### src/hw/rtl/pie_pkg.sv
// ----------------------------------------------------------------------------
// pie_pkg
// Shared types and constants of the palette index expander: colour entry
// layout, write request, luminance weights, output modes, register indexes.
// ----------------------------------------------------------------------------
package pie_pkg;

  // Colour entry as stored: alpha in the top byte, red in the bottom byte
  typedef struct packed {
    logic [7:0] alpha;
    logic [7:0] blue;
    logic [7:0] green;
    logic [7:0] red;
  } colour_t;

  // Palette write travelling from the luminance unit to the memories
  typedef struct packed {
    logic [7:0] slot;
    colour_t    colour;
  } wr_req_t;

  // Luminance weights in Q0.16, summing to one
  localparam logic [23:0] W_RED   = 24'd13938;
  localparam logic [23:0] W_GREEN = 24'd46868;
  localparam logic [23:0] W_BLUE  = 24'd4730;

  // Output modes
  localparam logic [2:0] MODE_LUMA = 3'd0;
  localparam logic [2:0] MODE_RGB  = 3'd1;
  localparam logic [2:0] MODE_BGR  = 3'd2;
  localparam logic [2:0] MODE_RGBA = 3'd3;
  localparam logic [2:0] MODE_BGRA = 3'd4;
  localparam logic [2:0] MODE_PASS = 3'd5;

  // Configuration register indexes
  localparam logic [1:0] REG_DEST_MODE = 2'd0;
  localparam logic [1:0] REG_SRC_BGR   = 2'd1;
  localparam logic [1:0] REG_SRC_ALPHA = 2'd2;
  localparam logic [1:0] REG_ENTRIES   = 2'd3;

  // Request types
  localparam logic REQ_WRITE  = 1'b0;
  localparam logic REQ_LOOKUP = 1'b1;

endpackage

### src/hw/rtl/pie_luma.sv
// ----------------------------------------------------------------------------
// pie_luma
// Weighted sum of red, green and blue for a palette write. Products are
// registered; the sum and the write request go straight to the memories.
// ----------------------------------------------------------------------------
module pie_luma (
  input  logic             clk,
  input  logic             rst,
  input  logic             wr_in_valid,
  input  pie_pkg::wr_req_t wr_in,
  output logic             wr_out_valid,
  output pie_pkg::wr_req_t wr_out,
  output logic [7:0]       luma
);

  logic             busy;
  pie_pkg::wr_req_t req;
  logic [23:0]      prod_r;
  logic [23:0]      prod_g;
  logic [23:0]      prod_b;
  logic [23:0]      sum;

  // Hold the valid flag of the product stage
  always_ff @(posedge clk) begin
    if (rst) begin
      busy <= 1'b0;
    end else begin
      busy <= wr_in_valid;
    end
  end

  // Register the three weighted products and the request
  always_ff @(posedge clk) begin
    if (wr_in_valid) begin
      req    <= wr_in;
      prod_r <= 24'(wr_in.colour.red)   * pie_pkg::W_RED;
      prod_g <= 24'(wr_in.colour.green) * pie_pkg::W_GREEN;
      prod_b <= 24'(wr_in.colour.blue)  * pie_pkg::W_BLUE;
    end
  end

  // Add and truncate to the integer part
  assign sum          = prod_r + prod_g + prod_b;
  assign luma         = sum[23:16];
  assign wr_out_valid = busy;
  assign wr_out       = req;

endmodule

### config.mk
export PLATFORM = sky130hd
export DESIGN_NAME = pie_luma
export DESIGN_NICKNAME = d
export VERILOG_FILES = /design/src/hw/rtl/pie_pkg.sv /design/src/hw/rtl/pie_luma.sv
export SDC_FILE = /design/constraint.sdc
export NUM_CORES = 1
export LEC_CHECK = 0
export BUFFER_PORTS_ARGS = -buffer_cell sky130_fd_sc_hd__buf_2
export CORE_UTILIZATION = 55
export DETAILED_ROUTE_END_ITERATION = 8
export GPL_ROUTABILITY_DRIVEN = 0
export PLACE_DENSITY = 0.75
export SLEW_MARGIN = 20
export SYNTH_ARGS = -nofsm -noshare
export SYNTH_HDL_FRONTEND = slang
export SYNTH_SLANG_ARGS = --single-unit
export TNS_END_PERCENT = 100
### constraint.sdc
create_clock -name clk -period 6.3 [get_ports clk]
set_clock_uncertainty 0.2 [all_clocks]
set_input_delay 0.63 -clock clk [delete_from_list [all_inputs] [get_ports clk]]
set_output_delay 0.63 -clock clk [all_outputs]
set_load 0.01 [all_outputs]
Word-level counts from Yosys, hierarchy flattened
Cells that the tools add are included.
{"block": "word_totals", "ff_bits": 104, "mem_bits_rw": 0, "latch_bits": 0, "mem_count": 0, "wordCells": 14, "romBits": 0}
{"block": "op_classes", "bitwise_logic": 0, "mul": 3, "n_div": 0, "add_sub_neg": 2, "n_eq_ne": 0, "reduce_logical": 0, "order_cmp": 0, "mux": 0, "n_shift": 0}
{"cell": "22-bit by 24-bit adder with 24-bit output", "n": 1}
{"cell": "24-bit by 21-bit adder with 24-bit output", "n": 1}
{"cell": "8-bit by 14-bit multiplier with 22-bit output, second input constant", "n": 1}
{"cell": "8-bit by 13-bit multiplier with 21-bit output, second input constant", "n": 1}
{"cell": "8-bit by 12-bit multiplier with 20-bit output, second input constant", "n": 1}

Logic depth before layout (Yosys ltp)
{"block": "logic_depth", "ltp_word": 2, "ltp_mapped": 17}

Least setup slack after synthesis
No wires, ideal clock.
{"block": "synth_timing", "path_type": "input port to flip-flop", "from": "input wr_in[5] in the netlist's numbering", "to": "register prod_r[21], data pin", "stages": 16, "slack_ps": 1704, "setup_time_ps": 135, "t_arrival_ps": 4260, "t_required_ps": 5965, "path_buffers": 0, "path_cell_list": "fa_1 inv_1 fa_1 inv_1 fa_1 inv_1 fa_1 inv_1 ha_1 a21oi_2 and2b_1 o211ai_1 o211a_1 o31ai_2 or4_1 nand3_1"}
{"block": "synth_via", "elab_chain_len": 1}
{"element": "start: declaration", "line_no": "pie_luma.sv:10", "rtl": "input pie_pkg::wr_req_t wr_in,"}
{"element": "8-bit by 13-bit multiplier with 21-bit output", "line_no": "pie_luma.sv:36", "rtl": "prod_r <= 24'(wr_in.colour.red) * pie_pkg::W_RED;"}
{"element": "end signal: assignment", "line_no": "pie_luma.sv:36"}
{"element": "end: declaration", "line_no": "pie_luma.sv:18", "rtl": "logic [23:0] prod_r;"}
No other way between the ends.
A chain may end at the register's enable or synchronous reset.

Final worst setup path
Same ends and word-level chain as after synthesis.

==> metrics list <==
- # rows: 47
- Die area: 0.0175 sq mm
* Root buf cell: sky130_fd_sc_hd__clkbuf_16
* Layout Area Growth over Synthesis: 10.4%
- Setup violations remaining at the end of the flow were counted as 0.
* Top post-synthesis cells by area: sky130_fd_sc_hd__edfxtp_1, sky130_fd_sc_hd__ha_1, sky130_fd_sc_hd__fa_1
* CTS tree: done
- The number of gates resized after CTS was 0.
* Yosys Warn Count: 0
- The routed design has about 17,000 microns of wire.
- The routed design uses between 8000 and 9000 microns of met2 wire.
- In the routed design, unresolved DRC markers number 0.
- Entering global routing, the biggest net connects 52 pins.
* Endpoint type of the worst setup path: register
- The final layout contains between 1,000 and 1,500 nets.
* CP max stage delay: roughly 0.54 ns
- RSZ-0062 raised after global routing: false
- Antenna violations before repair: 0
* Slew @ Worst Pin: between 0.6 and 0.7 ns
- Counting the fill cells in the layout gives about 1,300.
- The smallest clock period supported by the final layout is computed as roughly 4.6 ns.
- Signal routing reaches up to met4.
- Top fanout value on the critical path: 7
- The floorplan step defined a core boundary enclosing approximately 0.017 sq mm.
* Highest-count cells in the layout ignoring fill and taps: sky130_fd_sc_hd__ha_1, sky130_fd_sc_hd__inv_1, sky130_fd_sc_hd__edfxtp_1
* Residual overflow from global routing: 0
- The number of pins exceeding their max-slew limit in the final report was 0.
- Most used flip-flop cell after synthesis: sky130_fd_sc_hd__edfxtp_1
* DR vias: just under 6,000
- Max Clk Rate: ~220 MHz
- The H-tree was split into 3 levels.
- The number of nets handed over by synthesis was about 1,100.
- Clk sinks: between 90 and 100
- The initial utilization of the core area, before any placement, comes to 0.563.
- Die span in y: between 100 and 150 microns
* Number of hold-slack violations in the final timing report: 0
* Metal3 WL: around 650 microns
- Power Density: roughly 450 mW/mm^2
- STA classifies the critical path startpoint as an input port.
* Number of standard cells in the layout, taps in and fillers out: between 1,000 and 1,500
- Vias/cell: 5.29
* Data arrival, critical path: 4.63 ns
- Routed len/inst: roughly 15 microns
- Summed over all instances, the cell type with the most area after synthesis is sky130_fd_sc_hd__edfxtp_1.
* # placed instances: between 1,000 and 1,500
* CP Class: input port to register
- The tightest min-delay check is of the input port to register type.
- Buffers inserted during clock tree synthesis total 9.
- For this run, the detailed router's first-pass iteration total came to 5.
- DRC marker count from the first detailed-route iteration: ~280
- Counting flops and latches in the post-synthesis netlist gives between 90 and 100.
- The repair_antennas step left the layout with diodes totalling 0.
* Cell with the largest stage delay on the worst path: sky130_fd_sc_hd__fa_1
- In this run the tightest slew margin relative to its limit is 0.563.
* Maximum ir drop on the vdd rail: ~0.24 mV
- PortBufs: slightly above 90
- Synth async-reset ratio: 0
- In the synthesized netlist, the number of instances is 807.
- Wire length of the first global-routing pass: just under 30,000 microns
- Number of global-route vias before repair: around 6,200
* Critical Path, Cell by Cell: buf_2 > fa_1 > inv_1 > fa_1 > inv_1 > fa_1 > inv_1 > fa_1 > inv_1 > ha_1 > a21oi_2 > and2b_1 > o211ai_1 > o211a_1 > o31ai_2 > or4_1 > nand3_1
* Leakage: between 5 and 6 nW
- The library cell used most frequently in the layout, excluding fill and tap cells, is sky130_fd_sc_hd__ha_1.
- Run status: finished, final reports clean
* Global-route total usage across every layer: 0.217
- Number of synthesized flops with an enable pin: 96
- I/O Pins: a little over 90
- In the final layout, the share of cells above drive strength 1 is 0.134.
- Maximum clock insertion buffer count: 2
- Seq/Total Area, Yosys: 0.311
* Number of distinct library cell variants in the gate-level netlist after synthesis: 55
* Post-detail-place hpwl: approximately 14,000 microns
* Count of nets left with antenna violations after detail routing: 0
* Post-synthesis cell area: 0.00933 sq mm
* Routed met1 length: 7820 microns
- Ratio of final minimum period to clock period: 0.733
- For the worst setup path, the data required time is 6.31 ns.
* Buffer count from post-CTS setup fixing: 0
- Post-Route Setup TNS: 0 ns
- The tool flagged a number of max-cap violations equal to 0.
- The worst hold path begins at rst.
* Mapped Avg Cell Area: ~12 sq um
- The share of synthesized area in the top cell type comes to 0.309.
- Horiz. Die Dim: roughly 130 microns
* Setup crit start: wr_in[5]
* Hold-fix buffer count after cts: 0
- Clock slew seen by the registers of the worst setup and hold paths: 0.07 ns
power by group:
group,leakage [nW],internal (mW),switching [mW]
logic,3.96,1.32,1.67
registers,0.947,0.997,0.106
clock network,0.133,0.310,0.250
layer usage:
layer / vias to the layer above / GRT usage
li1: 2940 / -
met1: 2849 / 0.282
met2: 127 / 0.365
met3: 37 / 0.0327
met4: 0 / 0.0881
met5: - / 0
worst max-delay path: cells and delay by family:
kind            cells  cell delay, ns
buf+inv             5            0.36
simple gates        3            0.75
fa+ha+maj           5            2.27
compound gates      4            0.62
synth_stat cells, drive strengths merged, types with 3 or more instances:
cell type    n
a211oi       6
a21boi       4
a21o        12
a21oi       31
a31oi        8
a41oi        3
and3         4
buf          7
edfxtp      96
fa          91
ha         174
inv        166
nand2       16
nand2b       4
nand3        8
nand4        8
nor2        38
nor2b        8
nor3         7
o211ai       5
o21a         9
o21ai       18
o21bai       5
o31ai        5
or2          4
xnor2       29
xor2        14
layout make-up:
cell class              instances  area (sq um)  area share
inverters                     166           623      0.0605
clock buffers                  12           236      0.0230
well taps                     220           275      0.0267
clock inverters                 4          53.8     0.00522
multi-input cells             535          5750       0.558
repair buffers                 92           465      0.0452
flip-flops and latches         97          2900       0.282
cells by family (layout without fill, tap and decap cells):
kind of cell,after synthesis,after routing,share of synthesized area
AOI/OAI and AO/OA,120,120,0.0904
xor gates and xnor gates,43,43,0.0404
DFF,97,97,0.311
buffers and inverters,175,274,0.0732
adders and majority gates,265,265,0.429
and+or+nand+nor,107,107,0.0564
metrics by stage:
step	area [sq um]	util	hold WS, ns	setup slack [ns]	power (mW)
2_1_floorplan	9330	-	0.502	1.70	3.29
6_report	10300	0.621	0.231	1.68	4.65
5_1_grt	10300	0.621	0.222	1.46	5.13
3_5_place_dp	10000	0.604	0.594	1.33	4.09
3_3_place_gp	10000	0.604	0.590	1.41	4.02
4_1_cts	10300	0.621	0.221	1.69	4.69
sequential cells by signal, indices dropped and copies added, names as in the netlist:
register,flops
wr_out,40
prod_g,20
prod_b,18
prod_r,18
wr_out_valid,1
worst paths after layout:
path                           end  slack, ns  depth (start not counted)
worst max-delay path    prod_r[21]       1.68                         17
worst min-delay path  wr_out_valid       0.23                          2
No activity file was read; power rests on OpenSTA's default activity.
